===== src/rtl/ccf_pkg.sv =====
// ----------------------------------------------------------------------------
// ccf_pkg
// Shared types and codes for the client connect handshake controller.
// ----------------------------------------------------------------------------
package ccf_pkg;

  localparam int TIMER_BITS = 16;
  localparam int PERIOD_W   = 16;
  localparam int RETRY_W    = 3;
  localparam int ADDR_W     = 4;
  localparam int DATA_W     = 32;

  localparam logic [PERIOD_W-1:0] TIMEOUT_RST = PERIOD_W'(6);
  localparam logic [RETRY_W-1:0]  RETRY_RST   = RETRY_W'(5);
  localparam logic [PERIOD_W-1:0] HOLD_RST    = PERIOD_W'(10);

  typedef enum logic [1:0] {
    REG_TIMEOUT = 2'd0,
    REG_RETRY   = 2'd1,
    REG_HOLD    = 2'd2
  } reg_idx_t;

  typedef enum logic [2:0] {
    PH_IDLE      = 3'd0,
    PH_LINK      = 3'd1,
    PH_START     = 3'd2,
    PH_RESULT    = 3'd3,
    PH_SETUPWAIT = 3'd4,
    PH_SETUP     = 3'd5,
    PH_SYNC      = 3'd6,
    PH_FAIL      = 3'd7
  } phase_t;

  localparam logic [3:0] K_POLL    = 4'd0;
  localparam logic [3:0] K_BEGIN   = 4'd1;
  localparam logic [3:0] K_LINKACK = 4'd2;
  localparam logic [3:0] K_QUEUE   = 4'd3;
  localparam logic [3:0] K_START   = 4'd4;
  localparam logic [3:0] K_FULL    = 4'd5;
  localparam logic [3:0] K_RESULT  = 4'd6;
  localparam logic [3:0] K_SETUP   = 4'd7;
  localparam logic [3:0] K_SYNCED  = 4'd8;
  localparam logic [3:0] K_BROKEN  = 4'd9;

  localparam logic [2:0] S_NONE     = 3'd0;
  localparam logic [2:0] S_CONNECT  = 3'd1;
  localparam logic [2:0] S_SETTINGS = 3'd2;
  localparam logic [2:0] S_PING     = 3'd3;
  localparam logic [2:0] S_ACK      = 3'd4;

  localparam logic [3:0] N_NONE         = 4'd0;
  localparam logic [3:0] N_BEGUN        = 4'd1;
  localparam logic [3:0] N_LINKED       = 4'd2;
  localparam logic [3:0] N_LINK_REFUSED = 4'd3;
  localparam logic [3:0] N_RETRY        = 4'd4;
  localparam logic [3:0] N_LINK_TIMEOUT = 4'd5;
  localparam logic [3:0] N_QUEUE        = 4'd6;
  localparam logic [3:0] N_CONNECTING   = 4'd7;
  localparam logic [3:0] N_FULL         = 4'd8;
  localparam logic [3:0] N_REFUSED      = 4'd9;
  localparam logic [3:0] N_TIMEOUT      = 4'd10;
  localparam logic [3:0] N_LOAD_FAIL    = 4'd11;
  localparam logic [3:0] N_SYNCED       = 4'd12;
  localparam logic [3:0] N_BROKEN       = 4'd13;

  localparam logic [1:0] L_MAP_MISSING  = 2'd1;
  localparam logic [1:0] L_TILE_MISSING = 2'd2;

  typedef struct packed {
    logic [3:0] kind;
    logic       tick;
    logic [2:0] ack_code;
    logic [1:0] load_result;
    logic       setup_done;
  } in_item_t;

  typedef struct packed {
    logic [2:0] conn_state;
    logic [2:0] send_action;
    logic [3:0] notice;
    logic [2:0] reason;
    logic       load_error;
  } out_item_t;

  typedef struct packed {
    logic [PERIOD_W-1:0] timeout_ticks;
    logic [RETRY_W-1:0]  retry_limit;
    logic [PERIOD_W-1:0] failure_hold_ticks;
  } cfg_t;

endpackage


===== src/rtl/ccf_cfg_regs.sv =====
// ----------------------------------------------------------------------------
// ccf_cfg_regs
// APB register file: timeout, retry limit and failure hold period.
// ----------------------------------------------------------------------------
module ccf_cfg_regs (
  input  logic                      clk,
  input  logic                      rst_n,
  input  logic                      psel,
  input  logic                      penable,
  input  logic                      pwrite,
  input  logic [ccf_pkg::ADDR_W-1:0] paddr,
  input  logic [ccf_pkg::DATA_W-1:0] pwdata,
  output logic [ccf_pkg::DATA_W-1:0] prdata,
  output ccf_pkg::cfg_t             cfg
);

  ccf_pkg::cfg_t cfg_r;
  logic          wr_en;
  logic [1:0]    idx;

  assign wr_en = psel && penable && pwrite;
  assign idx   = paddr[3:2];
  assign cfg   = cfg_r;

  always_ff @(posedge clk) begin
    if (!rst_n) begin
      cfg_r.timeout_ticks      <= ccf_pkg::TIMEOUT_RST;
      cfg_r.retry_limit        <= ccf_pkg::RETRY_RST;
      cfg_r.failure_hold_ticks <= ccf_pkg::HOLD_RST;
    end else if (wr_en) begin
      unique case (idx)
        ccf_pkg::REG_TIMEOUT: cfg_r.timeout_ticks      <= pwdata[ccf_pkg::PERIOD_W-1:0];
        ccf_pkg::REG_RETRY:   cfg_r.retry_limit        <= pwdata[ccf_pkg::RETRY_W-1:0];
        ccf_pkg::REG_HOLD:    cfg_r.failure_hold_ticks <= pwdata[ccf_pkg::PERIOD_W-1:0];
        default: ;
      endcase
    end
  end

  always_comb begin
    unique case (idx)
      ccf_pkg::REG_TIMEOUT: prdata = ccf_pkg::DATA_W'(cfg_r.timeout_ticks);
      ccf_pkg::REG_RETRY:   prdata = ccf_pkg::DATA_W'(cfg_r.retry_limit);
      ccf_pkg::REG_HOLD:    prdata = ccf_pkg::DATA_W'(cfg_r.failure_hold_ticks);
      default:              prdata = '0;
    endcase
  end

endmodule


===== src/rtl/ccf_core.sv =====
// ----------------------------------------------------------------------------
// ccf_core
// Connection state, retry count and tick timers; computes one result per item.
// ----------------------------------------------------------------------------
module ccf_core (
  input  logic               clk,
  input  logic               rst_n,
  input  logic               step,
  input  ccf_pkg::in_item_t  item,
  input  ccf_pkg::cfg_t      cfg,
  output ccf_pkg::out_item_t res
);

  typedef logic [ccf_pkg::TIMER_BITS-1:0] cnt_t;

  ccf_pkg::phase_t             phase_r, phase_nxt;
  logic [ccf_pkg::RETRY_W-1:0] retry_r, retry_nxt;
  cnt_t                        ans_r, ans_nxt;
  cnt_t                        fail_r, fail_nxt;

  cnt_t ans_t, fail_t;
  logic ans_hit, fail_hit, result_phase, can_retry;
  logic [2:0] send;
  logic [3:0] notice;
  logic [2:0] reason;
  logic       lerr;

  assign ans_t  = (item.tick && ans_r  != '1) ? ans_r  + 1'b1 : ans_r;
  assign fail_t = (item.tick && fail_r != '1) ? fail_r + 1'b1 : fail_r;
  assign ans_hit  = 32'(ans_t)  >= 32'(cfg.timeout_ticks);
  assign fail_hit = 32'(fail_t) >= 32'(cfg.failure_hold_ticks);
  assign can_retry = retry_r < cfg.retry_limit;

  always_comb begin
    phase_nxt    = phase_r;
    retry_nxt    = retry_r;
    ans_nxt      = ans_t;
    fail_nxt     = fail_t;
    send         = ccf_pkg::S_NONE;
    notice       = ccf_pkg::N_NONE;
    reason       = '0;
    lerr         = 1'b0;
    result_phase = 1'b0;
    if (item.kind == ccf_pkg::K_BEGIN) begin
      ans_nxt   = '0;
      fail_nxt  = '0;
      retry_nxt = '0;
      phase_nxt = ccf_pkg::PH_LINK;
      notice    = ccf_pkg::N_BEGUN;
    end else if (item.kind == ccf_pkg::K_SYNCED) begin
      phase_nxt = ccf_pkg::PH_IDLE;
      notice    = ccf_pkg::N_SYNCED;
    end else if (item.kind == ccf_pkg::K_BROKEN) begin
      fail_nxt  = '0;
      phase_nxt = ccf_pkg::PH_FAIL;
      notice    = ccf_pkg::N_BROKEN;
    end else begin
      unique case (phase_r)
        ccf_pkg::PH_LINK: begin
          if (item.kind == ccf_pkg::K_LINKACK) begin
            ans_nxt   = '0;
            retry_nxt = '0;
            if (item.ack_code == '0) begin
              phase_nxt = ccf_pkg::PH_START;
              notice    = ccf_pkg::N_LINKED;
            end else begin
              phase_nxt = ccf_pkg::PH_FAIL;
              fail_nxt  = '0;
              notice    = ccf_pkg::N_LINK_REFUSED;
              reason    = item.ack_code;
            end
          end else if (ans_hit) begin
            ans_nxt = '0;
            if (can_retry) begin
              retry_nxt = retry_r + 1'b1;
              notice    = ccf_pkg::N_RETRY;
            end else begin
              phase_nxt = ccf_pkg::PH_FAIL;
              fail_nxt  = '0;
              notice    = ccf_pkg::N_LINK_TIMEOUT;
            end
          end
        end
        ccf_pkg::PH_START: begin
          if (item.kind == ccf_pkg::K_QUEUE) begin
            notice = ccf_pkg::N_QUEUE;
          end else if (item.kind == ccf_pkg::K_START) begin
            send         = ccf_pkg::S_CONNECT;
            notice       = ccf_pkg::N_CONNECTING;
            phase_nxt    = ccf_pkg::PH_RESULT;
            result_phase = 1'b1;
          end else if (item.kind == ccf_pkg::K_FULL) begin
            fail_nxt  = '0;
            phase_nxt = ccf_pkg::PH_FAIL;
            notice    = ccf_pkg::N_FULL;
          end
        end
        ccf_pkg::PH_RESULT: result_phase = 1'b1;
        ccf_pkg::PH_SETUPWAIT: begin
          if (item.kind == ccf_pkg::K_SETUP) begin
            if (item.load_result == ccf_pkg::L_MAP_MISSING ||
                item.load_result == ccf_pkg::L_TILE_MISSING) begin
              phase_nxt = ccf_pkg::PH_FAIL;
              fail_nxt  = '0;
              notice    = ccf_pkg::N_LOAD_FAIL;
              reason    = 3'(item.load_result);
            end else begin
              send      = ccf_pkg::S_PING;
              phase_nxt = ccf_pkg::PH_SETUP;
            end
          end
        end
        ccf_pkg::PH_SETUP: begin
          if (item.setup_done) begin
            send      = ccf_pkg::S_ACK;
            phase_nxt = ccf_pkg::PH_SYNC;
          end else begin
            send = ccf_pkg::S_PING;
          end
        end
        ccf_pkg::PH_FAIL: begin
          if (fail_hit) begin
            fail_nxt  = '0;
            lerr      = 1'b1;
            phase_nxt = ccf_pkg::PH_IDLE;
          end
        end
        default: ;
      endcase

      if (result_phase) begin
        if (item.kind == ccf_pkg::K_RESULT) begin
          if (item.ack_code != '0) begin
            phase_nxt = ccf_pkg::PH_FAIL;
            fail_nxt  = '0;
            notice    = ccf_pkg::N_REFUSED;
            reason    = item.ack_code;
          end else begin
            send      = ccf_pkg::S_SETTINGS;
            phase_nxt = ccf_pkg::PH_SETUPWAIT;
          end
        end else if (ans_hit) begin
          ans_nxt = '0;
          if (can_retry) begin
            retry_nxt = retry_r + 1'b1;
            send      = ccf_pkg::S_CONNECT;
          end else begin
            phase_nxt = ccf_pkg::PH_FAIL;
            fail_nxt  = '0;
            notice    = ccf_pkg::N_TIMEOUT;
          end
        end
      end
    end
  end

  always_ff @(posedge clk) begin
    if (!rst_n) begin
      phase_r <= ccf_pkg::PH_IDLE;
      retry_r <= '0;
      ans_r   <= '0;
      fail_r  <= '0;
    end else if (step) begin
      phase_r <= phase_nxt;
      retry_r <= retry_nxt;
      ans_r   <= ans_nxt;
      fail_r  <= fail_nxt;
    end
  end

  assign res.conn_state  = phase_nxt;
  assign res.send_action = send;
  assign res.notice      = notice;
  assign res.reason      = reason;
  assign res.load_error  = lerr;

endmodule


===== src/rtl/client_connect_handshake_fsm_top.sv =====
// ----------------------------------------------------------------------------
// client_connect_handshake_fsm_top
// Client join handshake controller with input and result registers.
// ----------------------------------------------------------------------------
//  channel | ports                          | role
//  in      | in_valid/in_ready/in_data      | message item (kind, tick, codes)
//  out     | out_valid/out_ready/out_data   | one result item per input item
//  cfg     | cfg_psel..cfg_pready           | APB timeout/retry/hold registers
//
//  Result registered from the input register through the state update; one item per cycle
//  sustained while out_ready holds, set by the single state update between the two registers.
//  Reset: phase idle, counts and retries zero, registers at defaults.
//  A stalled result holds the pipe; in_ready drops only when both stages full.
// ----------------------------------------------------------------------------
module client_connect_handshake_fsm_top (
  input  logic                       clk,
  input  logic                       rst_n,
  input  logic                       in_valid,
  output logic                       in_ready,
  input  ccf_pkg::in_item_t          in_data,
  output logic                       out_valid,
  input  logic                       out_ready,
  output ccf_pkg::out_item_t         out_data,
  input  logic                       cfg_psel,
  input  logic                       cfg_penable,
  input  logic                       cfg_pwrite,
  input  logic [ccf_pkg::ADDR_W-1:0] cfg_paddr,
  input  logic [ccf_pkg::DATA_W-1:0] cfg_pwdata,
  output logic [ccf_pkg::DATA_W-1:0] cfg_prdata,
  output logic                       cfg_pready
);

  ccf_pkg::cfg_t      cfg;
  ccf_pkg::in_item_t  in_r;
  ccf_pkg::out_item_t out_r, res;
  logic               in_vld_r, out_vld_r;
  logic               advance;

  assign advance   = in_vld_r && (!out_vld_r || out_ready);
  assign in_ready  = !in_vld_r || advance;
  assign out_valid = out_vld_r;
  assign out_data  = out_r;
  assign cfg_pready = 1'b1;

  ccf_cfg_regs u_regs (
    .clk     (clk),
    .rst_n   (rst_n),
    .psel    (cfg_psel),
    .penable (cfg_penable),
    .pwrite  (cfg_pwrite),
    .paddr   (cfg_paddr),
    .pwdata  (cfg_pwdata),
    .prdata  (cfg_prdata),
    .cfg     (cfg)
  );

  ccf_core u_core (
    .clk   (clk),
    .rst_n (rst_n),
    .step  (advance),
    .item  (in_r),
    .cfg   (cfg),
    .res   (res)
  );

  always_ff @(posedge clk) begin
    if (!rst_n) begin
      in_vld_r  <= 1'b0;
      out_vld_r <= 1'b0;
    end else begin
      if (in_ready) in_vld_r <= in_valid;
      if (advance) out_vld_r <= 1'b1;
      else if (out_ready) out_vld_r <= 1'b0;
    end
  end

  always_ff @(posedge clk) begin
    if (in_ready && in_valid) in_r <= in_data;
    if (advance) out_r <= res;
  end

endmodule


===== config.mk =====
export PLATFORM = sky130hd
export DESIGN_NAME = client_connect_handshake_fsm_top
export DESIGN_NICKNAME = d
export VERILOG_FILES = /design/src/rtl/ccf_pkg.sv /design/src/rtl/ccf_cfg_regs.sv /design/src/rtl/ccf_core.sv /design/src/rtl/client_connect_handshake_fsm_top.sv
export SDC_FILE = /design/constraint.sdc
export NUM_CORES = 1
export LEC_CHECK = 0
export BUFFER_PORTS_ARGS = -buffer_cell sky130_fd_sc_hd__buf_2
export CORE_MARGIN = 2
export CORE_UTILIZATION = 29
export DETAILED_ROUTE_END_ITERATION = 10
export HOLD_SLACK_MARGIN = 0.12
export MAX_ROUTING_LAYER = met4
export PLACE_DENSITY_LB_ADDON = 0.2
export SKIP_CTS_REPAIR_TIMING = 1
export SYNTH_ARGS = -nofsm -noshare
export SYNTH_HDL_FRONTEND = slang
export SYNTH_SLANG_ARGS = --single-unit

===== constraint.sdc =====
create_clock -name clk -period 4.5 [get_ports clk]
set_clock_uncertainty 0.1 [all_clocks]
set_input_delay 0.45 -clock clk [delete_from_list [all_inputs] [get_ports clk]]
set_output_delay 0.45 -clock clk [all_outputs]
set_load 0.005 [all_outputs]

* Word-level counts from Yosys, hierarchy flattened *
Cells that the tools add are included.

cells by class
  add/sub/neg operators = 3
  muxes and demuxes = 107
  reductions and logical operators = 21
  magnitude comparators = 3
  bitwise operators = 1
  eq/ne operators = 23

operators by type and width
  cell                     count
  $mux W16                 29
  $mux W3                  42
  $pmux W16 S4             1
  $mux W4                  14
  $pmux W16 S3             1
  $add A16 B1 Y16 const B  2
  $ge A16 B16 Y1           2
  $ne A16 B16 Y1 const B   2
  $eq A4 B3 Y1 const B     4
  $pmux W3 S5              1
  $pmux W4 S3              1
  $mux W1                  11
  $eq A3 B3 Y1 const B     3
  $pmux W3 S3              1
  $eq A4 B2 Y1 const B     2
  $eq A4 B4 Y1 const B     2
  $mux W2                  4
  $eq A3 B2 Y1 const B     2
  $logic_and A1 B1 Y1      6
  $pmux W3 S2              1
  $reduce_and A2 Y1        3
  $eq A2 B1 Y1 const B     2
  $eq A2 B2 Y1 const B     2
  $eq A4 B1 Y1 const B     1
  other kinds (15)         19

word-level totals
  word-level logic and storage cells = 178
  output and inout port bits = 49
  register bits after elaboration = 100
  input bits = 54

* Logic depth before layout (Yosys ltp) *
Gate-level depths: netlist of run 1.

  depth in word-level cells = 14
  depth in mapped cells = 18
  mapped depth without buffers = 16

* Modules after synthesis *
From an unflattened synthesis of run 1, not the netlist that was laid out.

second synthesis, totals
  cell total of the unflattened synthesis = 754
  area total of the unflattened synthesis = 6,477.5 µm²

by module, submodules not included
  module                            cells an instance  area each (µm²)  times used
  ccf_core                          521                3,832.4          1
  ccf_cfg_regs                      197                1,779.2          1
  client_connect_handshake_fsm_top  36                 865.8            1

* Least setup slack after synthesis of run 1 *
No wires, ideal clock.

  kind = flip-flop to flip-flop
  start point = register u_core.ans_r[4]
  end point = register u_core.fail_r[10]
  buffers on the path = 1
  required time = 4.283 ns
  data arrival time = 3.817 ns
  slack = 0.466 ns
  cell stages (with the launch flop) = 16
  path through = dfxtp_1 -> and4_4 -> nand4_4 -> o41ai_4 -> nor4_1 -> and3_1 -> xnor2_1 -> ha_1 -> and4_1 -> nand4_1 -> o41ai_1 -> o211ai_1 -> a31oi_2 -> nor2_1 -> buf_2 -> a22o_1

on the way
  word-level cells in the longest chain between the ends = 14
  elaborated cells on any way between the ends = 16
  those cells by class = add/sub: 1; order compare: 1; eq/ne: 1; mux: 12; reduce/logical: 1

ends and longest elaborated chain
  item                                                                     RTL line         source
  start, declared                                                          ccf_core.sv:18   cnt_t ans_r, ans_nxt;
  start signal, assigned                                                   ccf_core.sv:166  ans_r <= ans_nxt;
  parallel branches: the longest is 2 deep, another holds $add A16 B1 Y16  -
  $mux W16 *                                                               ccf_core.sv:28   assign ans_t = (item.tick && ans_r != '1) ? ans_r + 1'b1 : ans_r;
  $ge A16 B16 Y1 *                                                         ccf_core.sv:30   assign ans_hit = 32'(ans_t) >= 32'(cfg.timeout_ticks);
  $mux W16                                                                 ccf_core.sv:72   end else if (ans_hit) begin
  $mux W16                                                                 ccf_core.sv:60   if (item.kind == ccf_pkg::K_LINKACK) begin
  $pmux W16 S4                                                             ccf_core.sv:58   unique case (phase_r)
  $mux W16                                                                 ccf_core.sv:144  if (can_retry) begin
  $mux W16                                                                 ccf_core.sv:142  end else if (ans_hit) begin
  $mux W16                                                                 ccf_core.sv:132  if (item.kind == ccf_pkg::K_RESULT) begin
  $mux W16 *                                                               ccf_core.sv:131  if (result_phase) begin
  $mux W16 *                                                               ccf_core.sv:53   end else if (item.kind == ccf_pkg::K_BROKEN) begin
  $mux W16 *                                                               ccf_core.sv:50   end else if (item.kind == ccf_pkg::K_SYNCED) begin
  $mux W16 *                                                               ccf_core.sv:44   if (item.kind == ccf_pkg::K_BEGIN) begin
  end signal, assigned                                                     ccf_core.sv:167  fail_r <= fail_nxt;
  end, declared                                                            ccf_core.sv:19   cnt_t fail_r, fail_nxt;

Every way passes the cells marked *.
A chain may end at the register's enable or synchronous reset.

* Worst setup path after layout of run 1 *
  start point = register u_core.ans_r[6]
  end point = register u_core.ans_r[15]

on the way
  word-level cells in the longest chain between the ends = 13
  elaborated cells on any way between the ends = 14
  those cells by class = add/sub: 1; order compare: 1; eq/ne: 1; mux: 10; reduce/logical: 1

ends and longest elaborated chain
  item                                                                     RTL line
  parallel branches: the longest is 2 deep, another holds $add A16 B1 Y16  -
  $mux W16 *                                                               ccf_core.sv:28
  $ge A16 B16 Y1                                                           ccf_core.sv:30
  $mux W16                                                                 ccf_core.sv:72
  $mux W16                                                                 ccf_core.sv:60
  $mux W16                                                                 ccf_core.sv:58
  $mux W16                                                                 ccf_core.sv:142
  $mux W16                                                                 ccf_core.sv:132
  $mux W16                                                                 ccf_core.sv:131
  $mux W16                                                                 ccf_core.sv:53
  $mux W16 *                                                               ccf_core.sv:50
  $mux W16 *                                                               ccf_core.sv:44

Marked as above.

==> qor.yml, run 1 <==
global_routing:
  grt_pass1_vias: 4953
  grt-ovfl-total: 0
  grt_max_degree: 38
  antenna_found_initial: 0
  grt_use_total: 0.154
  grt_pass1_wl_um: 25900
timing:
  timing.fmax_mhz: 240
  slew_viol_final: 0
  maxSlewHeadroom: 0.524
  setup_viol: 0
  final_hold_viol_count: 0
  holdWs_ns: 0.166
  tightest_slew_ns: 0.712
  rsz0062_at_grt: "false"
  period_share: 0.924
  setup_tns_ns: 0
  period_needed_ns: 4.16
hold_path:
  min_path_cells: 1
  hold_class: "input port to flop"
  holdPathEnd: "in_r[0]$_DFFE_PP_"
  worstHoldStart: "in_data[0]"
die:
  rows: 52
  fp.dieArea_um2: 22000
  die_h_um: 148
  start_util: 0.296
  coreArea_um2: 20400
  die_width_um: 148
  ios: 103
drt:
  dr.pass1.iters: 4
  wirelength_um: 15900
  drtAntennaViolNets: 0
  dr.first_iter.drc_count: 369
  vias_per_cell: 4.83
  wl_per_cell_um: 14.9
  vias: 5148
  drc_errors: 0
flow_run:
  cap_violations: 0
worst_setup_path:
  reg2reg_depth: 13
  cp-end-kind: "flop"
  crit_type: "flop to flop"
  required_ns: 4.69
  reg2reg_slack_ns: 0.34
  worstSetupStartpointType: "flop"
  worstReg2RegEnd: "u_core.ans_r[15]$_SDFFE_PN0P_"
  r2r-start: "u_core.ans_r[6]$_SDFFE_PN0P_"
  worstPathArrival_ns: 4.35
  crit_fanout: 19
synth:
  seq_area_frac_synth: 0.373
  syn_inst: 725
  synthArstFlopShare: 0
  postSynthAreaPerCell_um2: 8.33
  yosysWarnings: 0
  synthesis.area_um2: 6040
  synth-edff-count: 25
  synth_ff_type: "dfxtp_1"
  synth-seq-cells: 100
  synth.distinct_cells: 67
cells_and_area:
  final_core_util: 0.344
  syn2layout_area_growth_pct: 16.0
  drive_gt1_frac: 0.161
  nNetsFinal: 883
  antenna_cells: 0
  regArea_um2: 2250
  fill_cells: 2181
  multiInputGateArea_um2: 3460
pwr:
  p_seq_frac: 0.500
  power.density_nw_per_um2: 275
  vdd_drop_max_v: 0.000158
  swShare: 0.254
  power.clock.fraction: 0.413
  power_leakage_nw: 2.88
  power.internal_mw: 1.44
  p_total_mw: 1.93
  power.net_switching_mw: 0.489
  p_comb_frac: 0.087
clock_tree:
  cts_root_buf: "clkbuf_16"
  clockBufferDepth: 2
  cts_max_level: 3
  clock_sink_count: 100
  insertion_delay_ns: 0.36
  cts_buffers: 9
  cts_tree: "done"
  clk_pin_slew_ns: 0.07
placed_design:
  dp_hpwl_um: 12100
  io_buffers: 67
  place.gp.congestion: 0.884
status:
  status: "finished, final reports clean"
through the flow:
stage	worst slack [ns]	area (µm²)	std cells
CTS	0.134	6970	1065
finish	0.340	7000	1065
global route	0.00966	7000	1065
global placement	0.175	6680	1049
floorplan	0.466	6090	740
detailed placement	0.145	6680	1049
cell type report:
class,count,share of cell area
multi-input cells,547,0.494
repair buffers,86,0.0700
clock inverters,6,0.00893
flip-flops and latches,100,0.322
well taps,270,0.0482
clock buffers,10,0.0327
inverters,46,0.0247
synth_stat cells (10+ instances only):
master,instances,share of area
clkbuf_1,23,0.014
nor3_1,11,0.0091
xnor2_1,20,0.029
nand4_1,14,0.015
nand2_1,121,0.075
o21ai_0,25,0.021
nor2_1,51,0.032
inv_1,44,0.027
ha_1,39,0.081
a21oi_1,60,0.050
nand3_1,25,0.021
mux2i_1,16,0.027
dfxtp_1,75,0.25
a21o_1,10,0.012
a22o_1,20,0.029
edfxtp_1,25,0.12
buf_4,17,0.021
how the worst max path moves through the flow:
stage | startpoint | end | slack [ns] | cells after the start
floorplan | u_core.ans_r[4]$_SDFFE_PN0P_ | u_core.fail_r[10]$_SDFFE_PN0P_ | 0.47 | 15
global placement | u_core.ans_r[5]$_SDFFE_PN0P_ | u_core.ans_r[15]$_SDFFE_PN0P_ | 0.18 | 13
detailed placement | u_core.ans_r[5]$_SDFFE_PN0P_ | u_core.ans_r[15]$_SDFFE_PN0P_ | 0.14 | 13
CTS | u_core.ans_r[5]$_SDFFE_PN0P_ | u_core.ans_r[15]$_SDFFE_PN0P_ | 0.13 | 13
global route | u_core.ans_r[5]$_SDFFE_PN0P_ | out_data[11]$_DFFE_PP_ | 0.01 | 17
finish | u_core.ans_r[6]$_SDFFE_PN0P_ | u_core.ans_r[15]$_SDFFE_PN0P_ | 0.34 | 13
layout by cell type (no fill, tap or decap), types with 9 or more instances in the layout:
cell type / instances
nand2_1: 121
dfxtp_1: 75
buf_2: 67
a21oi_1: 60
nor2_1: 51
inv_1: 44
ha_1: 39
nand3_1: 25
o21ai_0: 25
edfxtp_1: 25
xnor2_1: 20
a22o_1: 20
buf_4: 18
conb_1: 17
mux2i_1: 16
nand4_1: 14
a21o_1: 10
nor3_1: 10
and2_1: 9
o211ai_1: 9
or2_2: 9
clkbuf_16: 9
flip-flops by register name, indices dropped and copies added (netlist names):
signal and flops:
u_core.fail_r 16, u_core.ans_r 16, out_valid 1, in_vld_r 1
in_r 11, u_core.phase_r 3, u_regs.cfg 35, u_core.retry_r 3
out_data 14
per-layer routing:
metal | vias to the layer above | track usage | wire length (µm)
met1 | 2367 | 0.219 | 8240
li1 | 2660 | - | -
met4 | 0 | 0.0462 | 207
met3 | 13 | 0.0224 | 594
met2 | 108 | 0.226 | 6860
met5 | - | - | 0
power groups by stage:
stage | registers, mW | clock network (mW) | logic (mW)
3_5_place_dp | 0.984 | 0 | 0.167
3_3_place_gp | 0.984 | 0 | 0.167
6_report | 0.963 | 0.795 | 0.168
4_1_cts | 0.963 | 0.823 | 0.168
5_1_grt | 0.967 | 0.861 | 0.189
2_1_floorplan | 0.973 | 0 | 0.118
kinds of logic (layout without fill, tap and decap cells):
family / Yosys count / in the layout / synth area share
other: 2 / 17 / 0.00124
AOI/OAI and AO/OA: 168 / 168 / 0.187
and+or+nand+nor: 280 / 280 / 0.222
adders and majority gates: 39 / 39 / 0.0808
muxes: 17 / 17 / 0.0284
xor gates and xnor gates: 26 / 26 / 0.0377
buffers and inverters: 93 / 148 / 0.0705
DFF: 100 / 100 / 0.373
worst max-delay path, cell delays in order (launching register included):
cell       delay (ns)
dfxtp_1          0.40
and4_4           0.27
nand4_4          0.15
o41ai_4          0.46
buf_4            0.21
xor2_1           0.16
ha_1             0.24
nand2b_1         0.13
a2111oi_1        0.61
o41a_1           0.35
a31oi_2          0.19
o22ai_4          0.45
o21ai_0          0.17
a31oi_1          0.18
Note: power is estimated with default switching activity, not from simulation.
==> inputs of run 2 (changes only) <==
--- a/config.mk
+++ b/config.mk
@@ -6,6 +6,7 @@
 export NUM_CORES = 1
 export LEC_CHECK = 0
 export BUFFER_PORTS_ARGS = -buffer_cell sky130_fd_sc_hd__buf_2
+export CORE_ASPECT_RATIO = 0.75
 export CORE_MARGIN = 2
 export CORE_UTILIZATION = 29
 export DETAILED_ROUTE_END_ITERATION = 10
==> constraint.sdc (replaced) <==
create_clock -name clk -period 4.8 [get_ports clk]
set_clock_uncertainty 0.1 [all_clocks]
set_input_delay 0.48 -clock clk [delete_from_list [all_inputs] [get_ports clk]]
set_output_delay 0.48 -clock clk [all_outputs]
set_load 0.005 [all_outputs]
==> qor.yml, run 2 (synthesis gave the netlist of run 1 again) <==
placed_design:
  io_buffers: 67  # unchanged
  dp_hpwl_um: 12000  # was 12100 µm
  place.gp.congestion: 0.865  # was 0.884
  pre_cts_ws_ns: 0.297  # was 0.145 ns
global_routing:
  grt_util_met1: 0.215  # was 0.219
  grt-ovfl-total: 0  # unchanged
  grt_use_total: 0.150  # was 0.154
  grt_pass1_vias: 4722  # was 4953
  busiest_layer: "met1"  # was met2
  grt_pass1_wl_um: 25200  # was 25900 µm
  antenna_found_initial: 0  # unchanged
  grt_max_degree: 36  # was 38
  use_met2: 0.214  # was 0.226
  met3_usage: 0.0308  # was 0.0224
hold_path:
  min_path_cells: 1  # unchanged
  holdPathEnd: "in_r[0]$_DFFE_PP_"  # unchanged
  worstHoldStart: "in_data[0]"  # unchanged
  hold_class: "input port to flop"  # unchanged
die:
  fp.dieArea_um2: 22000  # about the same
  rows: 45  # was 52
  coreArea_um2: 20300  # was 20400 µm²
  die_width_um: 171  # was 148 µm
  die_h_um: 129  # was 148 µm
  start_util: 0.297  # was 0.296
  ios: 103  # unchanged
worst_setup_path:
  reg2reg_slack_ns: 0.28  # was 0.34 ns
  r2r-start: "u_core.fail_r[3]$_SDFFE_PN0P_"  # was u_core.ans_r[6]$_SDFFE_PN0P_
  worstSetupStartpointType: "flop"  # unchanged
  worstPathArrival_ns: 4.72  # was 4.35 ns
  reg2reg_depth: 16  # was 13
  worstReg2RegEnd: "u_core.fail_r[9]$_SDFFE_PN0P_"  # was u_core.ans_r[15]$_SDFFE_PN0P_
  crit_fanout: 10  # was 19
  crit_type: "flop to flop"  # unchanged
  required_ns: 5.00  # was 4.69 ns
  cp-end-kind: "flop"  # unchanged
clock_tree:
  clockBufferDepth: 2  # unchanged
  clock_sink_count: 100  # unchanged
  cts_tree: "done"  # unchanged
  insertion_delay_ns: 0.36  # about the same
  cts_buffers: 9  # unchanged
  clk_pin_slew_ns: 0.07  # about the same
  cts_root_buf: "clkbuf_16"  # unchanged
  cts_max_level: 3  # unchanged
drt:
  drc_errors: 0  # unchanged
  drtAntennaViolNets: 0  # unchanged
  wl_per_cell_um: 14.7  # was 14.9 µm
  vias: 5121  # was 5148
  dr.pass1.iters: 5  # was 4
  wirelength_um: 15800  # was 15900 µm
  vias_per_cell: 4.79  # was 4.83
  dr.first_iter.drc_count: 285  # was 369
cells_and_area:
  antenna_cells: 0  # unchanged
  layout_common_cells: "nand2_1, dfxtp_1, buf_2"  # unchanged
  largest_register_ffs: 35  # unchanged
  layout_commonest_cell: "nand2_1"  # unchanged
  syn2layout_area_growth_pct: 14.7  # was 16.0%
  fill_cells: 2118  # was 2181
  nNetsFinal: 875  # was 883
  drive_gt1_frac: 0.150  # was 0.161
timing:
  rsz0062_at_grt: "false"  # unchanged
  tightest_slew_ns: 0.837  # was 0.712 ns
  period_share: 0.941  # was 0.924
  final_hold_viol_count: 0  # unchanged
  setup_tns_ns: 0  # unchanged
  timing.fmax_mhz: 221  # was 240 MHz
  layout_setup_ws_ns: 0.284  # was 0.340 ns
  maxSlewHeadroom: 0.428  # was 0.524
  setup_viol: 0  # unchanged
  slew_viol_final: 0  # unchanged
  period_needed_ns: 4.52  # was 4.16 ns
pwr:
  power_leakage_nw: 2.83  # was 2.88 nW
  p_total_mw: 1.77  # was 1.93 mW
  power.density_nw_per_um2: 256  # was 275 nW/µm²
  vdd_drop_max_v: 0.000177  # was 0.000158 V
flow_run:
  cap_violations: 0  # unchanged
status:
  status: "finished, final reports clean"  # unchanged
-- run 2: per-layer routing --
metal  wire [µm]  vias to the layer above
li1            -                     2639
met1        8160                     2380
met2        6740                       88
met3         698                       14
met4         163                        0
met5           0                        -
-- run 2: worst max-delay path by stage --
stage / to / startpoint / cells after the start
after floorplan: u_core.fail_r[10]$_SDFFE_PN0P_ / u_core.ans_r[4]$_SDFFE_PN0P_ / 15
after global placement: u_core.fail_r[9]$_SDFFE_PN0P_ / u_core.ans_r[5]$_SDFFE_PN0P_ / 16
after detailed placement: u_core.fail_r[9]$_SDFFE_PN0P_ / u_core.ans_r[5]$_SDFFE_PN0P_ / 16
after CTS: u_core.fail_r[9]$_SDFFE_PN0P_ / u_core.ans_r[5]$_SDFFE_PN0P_ / 16
after global routing: u_core.fail_r[15]$_SDFFE_PN0P_ / u_core.fail_r[3]$_SDFFE_PN0P_ / 16
final: u_core.fail_r[9]$_SDFFE_PN0P_ / u_core.fail_r[3]$_SDFFE_PN0P_ / 16
-- run 2: final cells by class --
class / instances / area (µm²) / share of cell area
Inverter: 46 / 173 / 0.0249
Sequential cell: 100 / 2250 / 0.325
Clock buffer: 9 / 225 / 0.0325
Multi-Input combinational cell: 547 / 3440 / 0.497
Clock inverter: 7 / 60.1 / 0.00868
Timing Repair Buffer: 78 / 418 / 0.0604
Tap cell: 282 / 353 / 0.0510
-- run 2: where the power goes --
group	leakage (nW)	internal [mW]	total, mW	switching (mW)
logic	1.85	0.0565	0.153	0.0963
registers	0.847	0.882	0.902	0.0196
clock network	0.132	0.361	0.719	0.358
total	2.83	1.30	1.77	0.474
-- run 2: critical path, stage by stage, from the launching register on --
cell and delay, ns:
dfxtp_1 0.44, and4_1 0.26, nand4_1 0.21, o41ai_2 0.54, nor2_1 0.27, nand4_1 0.22
xnor2_1 0.16, ha_1 0.28, a21o_1 0.18, a21o_1 0.17, a21oi_1 0.13, o211ai_1 0.22
or2_2 0.39, a31o_2 0.28, nor2_1 0.21, buf_4 0.22, a22o_1 0.16
-- run 2: metrics by stage --
step | instances | area [µm²] | util | hold slack (ns)
3_5_place_dp | 1053 | 6620 | 0.326 | 0.358
2_1_floorplan | 740 | 6090 | - | 0.342
4_1_cts | 1069 | 6910 | 0.340 | 0.176
3_3_place_gp | 1053 | 6620 | 0.326 | 0.360
6_report | 1069 | 6920 | 0.341 | 0.195
5_1_grt | 1069 | 6920 | 0.341 | 0.180
==> inputs of run 3 (changes only) <==
==> constraint.sdc (replaced) <==
create_clock -name clk -period 4.2 [get_ports clk]
set_clock_uncertainty 0.1 [all_clocks]
set_input_delay 0.42 -clock clk [delete_from_list [all_inputs] [get_ports clk]]
set_output_delay 0.42 -clock clk [all_outputs]
set_load 0.005 [all_outputs]
==> qor.yml, run 3 (synthesis gave the netlist of run 1 again) <==
worst_setup_path:
  worstPathArrival_ns: 4.08  # was 4.72 ns
  worstSetupStartpointType: "flop"  # unchanged
  crit_slowest_cell: "dfxtp_1"  # was o41ai_2
  path_cells: "and4_1 > nand4_1 > o41ai_2 > nor2_1 > buf_4 > nand2_1 > or2_2 > nand2_1 > ha_1 > nand4_1 > o21bai_1 > o21bai_1 > o211ai_1 > buf_4 > or2_2 > a31o_2 > nor2_2 > buf_12 > a22o_1"  # was and4_1 > nand4_1 > o41ai_2 > nor2_1 > nand4_1 > xnor2_1 > ha_1 > a21o_1 > a21o_1 > a21oi_1 > o211ai_1 > or2_2 > a31o_2 > nor2_1 > buf_4 > a22o_1
  cp_num_cells: 19  # was 16
  reg2reg_depth: 19  # was 16
  path_buf_inv: 3  # was 1
  crit_type: "flop to flop"  # unchanged
  required_ns: 4.40  # was 5.00 ns
  cp_top_family: "simple AND/OR/NAND/NOR gates"  # was compound AO/OA/AOI/OAI gates
  critPathMaxStageDelay_ns: 0.38  # was 0.54 ns
  crit_fanout: 10  # unchanged
  cp-end-kind: "flop"  # unchanged
global_routing:
  met3_usage: 0.0335  # was 0.0308
  grt_pass1_vias: 4792  # was 4722
  busiest_layer: "met1"  # unchanged
  grt-ovfl-total: 0  # unchanged
  grt_use_total: 0.154  # was 0.150
  grt_pass1_wl_um: 25700  # was 25200 µm
  use_met2: 0.217  # was 0.214
  antenna_found_initial: 0  # unchanged
  grt_util_met1: 0.219  # was 0.215
  grt_max_degree: 38  # was 36
drt:
  wl_per_cell_um: 14.7  # about the same
  dr.pass1.iters: 5  # unchanged
  vias: 5240  # was 5121
  wirelength_um: 16100  # was 15800 µm
  drc_errors: 0  # unchanged
  drtAntennaViolNets: 0  # unchanged
  vias_per_cell: 4.79  # about the same
  dr.first_iter.drc_count: 349  # was 285
pwr:
  vdd_drop_max_v: 0.000155  # was 0.000177 V
  power_leakage_nw: 2.98  # was 2.83 nW
  power.density_nw_per_um2: 289  # was 256 nW/µm²
cells_and_area:
  drive_gt1_frac: 0.185  # was 0.150
  antenna_cells: 0  # unchanged
  nNetsFinal: 901  # was 875
  layout_commonest_cell: "nand2_1"  # unchanged
  largest_register_ffs: 35  # unchanged
  syn2layout_area_growth_pct: 19.1  # was 14.7%
  fill_cells: 2156  # was 2118
  multiInputGateArea_um2: 3470  # was 3440 µm²
  regArea_um2: 2250  # unchanged
  layout_common_cells: "nand2_1, dfxtp_1, buf_2"  # unchanged
timing:
  timing.fmax_mhz: 257  # was 221 MHz
  maxSlewHeadroom: 0.488  # was 0.428
  slew_viol_final: 0  # unchanged
  rsz0062_at_grt: "false"  # unchanged
  holdWs_ns: 0.135  # was 0.195 ns
  period_share: 0.925  # was 0.941
  tightest_slew_ns: 0.765  # was 0.837 ns
  setup_viol: 0  # unchanged
  period_needed_ns: 3.88  # was 4.52 ns
  setup_tns_ns: 0  # unchanged
  final_hold_viol_count: 0  # unchanged
clock_tree:
  clk_pin_slew_ns: 0.07  # about the same
  cts_max_level: 3  # unchanged
  cts_tree: "done"  # unchanged
  cts_buffers: 9  # unchanged
  clockBufferDepth: 2  # unchanged
  clock_sink_count: 100  # unchanged
  insertion_delay_ns: 0.36  # about the same
  cts_root_buf: "clkbuf_16"  # unchanged
status:
  status: "finished, final reports clean"  # unchanged
placed_design:
  io_buffers: 67  # unchanged
  dp_hpwl_um: 12300  # was 12000 µm
  place.gp.congestion: 0.873  # was 0.865
hold_path:
  min_path_cells: 1  # unchanged
  hold_class: "input port to flop"  # unchanged
die:
  coreArea_um2: 20300  # unchanged
  die_width_um: 171  # unchanged
  fp.dieArea_um2: 22000  # unchanged
  start_util: 0.297  # unchanged
  die_h_um: 129  # unchanged
  ios: 103  # unchanged
  rows: 45  # unchanged
flow_run:
  cap_violations: 0  # unchanged
run 3: cell count changes in the layout (fill, tap and decap cells not counted), moves of 2 or more:
cell           change
dlygate4sd3_1      +2
a21oi_1            -3
buf_12             +2
a21oi_2            +3
inv_8              -2
buf_4             +21
run 3: final cells by class:
type                            count  area share
Timing Repair Buffer              104      0.0900
Clock inverter                      7      0.0101
Tap cell                          282      0.0491
Multi-Input combinational cell    547       0.482
Sequential cell                   100       0.313
Clock buffer                        9      0.0313
Inverter                           46      0.0240
run 3: worst paths after layout:
path,from,endpoint,slack (ns)
setup reg to reg,u_core.fail_r[5]$_SDFFE_PN0P_,u_core.fail_r[5]$_SDFFE_PN0P_,0.32
setup / recovery,u_core.fail_r[5]$_SDFFE_PN0P_,u_core.fail_r[5]$_SDFFE_PN0P_,0.32
hold reg to reg,u_regs.cfg[15]$_SDFFE_PN0P_,u_regs.cfg[15]$_SDFFE_PN0P_,0.37
hold / removal,in_data[8],in_r[8]$_DFFE_PP_,0.14
run 3: metrics by stage:
stage          std cells  area, µm²  utilization  total power, mW  setup slack [ns]
2_1_floorplan        740       6090            -             1.17             0.166
3_3_place_gp        1076       6820        0.335             1.24             0.119
3_5_place_dp        1076       6820        0.335             1.24             0.110
4_1_cts             1092       7120        0.350             2.11            0.0813
5_1_grt             1095       7190        0.354             2.17            0.0183
6_report            1095       7190        0.354             2.08             0.316
run 3: worst register-to-register path, delay by kind of cell (launching register included):
kind                       cells  cell delay [ns]
AOI/OAI and AO/OA              6             1.04
adders and majority gates      1             0.30
buffers and inverters          3             0.51
DFF                            1             0.38
and+or+nand+nor                9             1.49
run 3: routing by layer:
metal	vias up	share of wire
met4	0	0.014
met1	2430	0.53
met5	-	0
li1	2695	-
met2	98	0.42
met3	17	0.041
run 3: power by group:
part           internal (mW)  switching [mW]
combinational         0.0748           0.115
clock                  0.464           0.392
sequential              1.01          0.0212
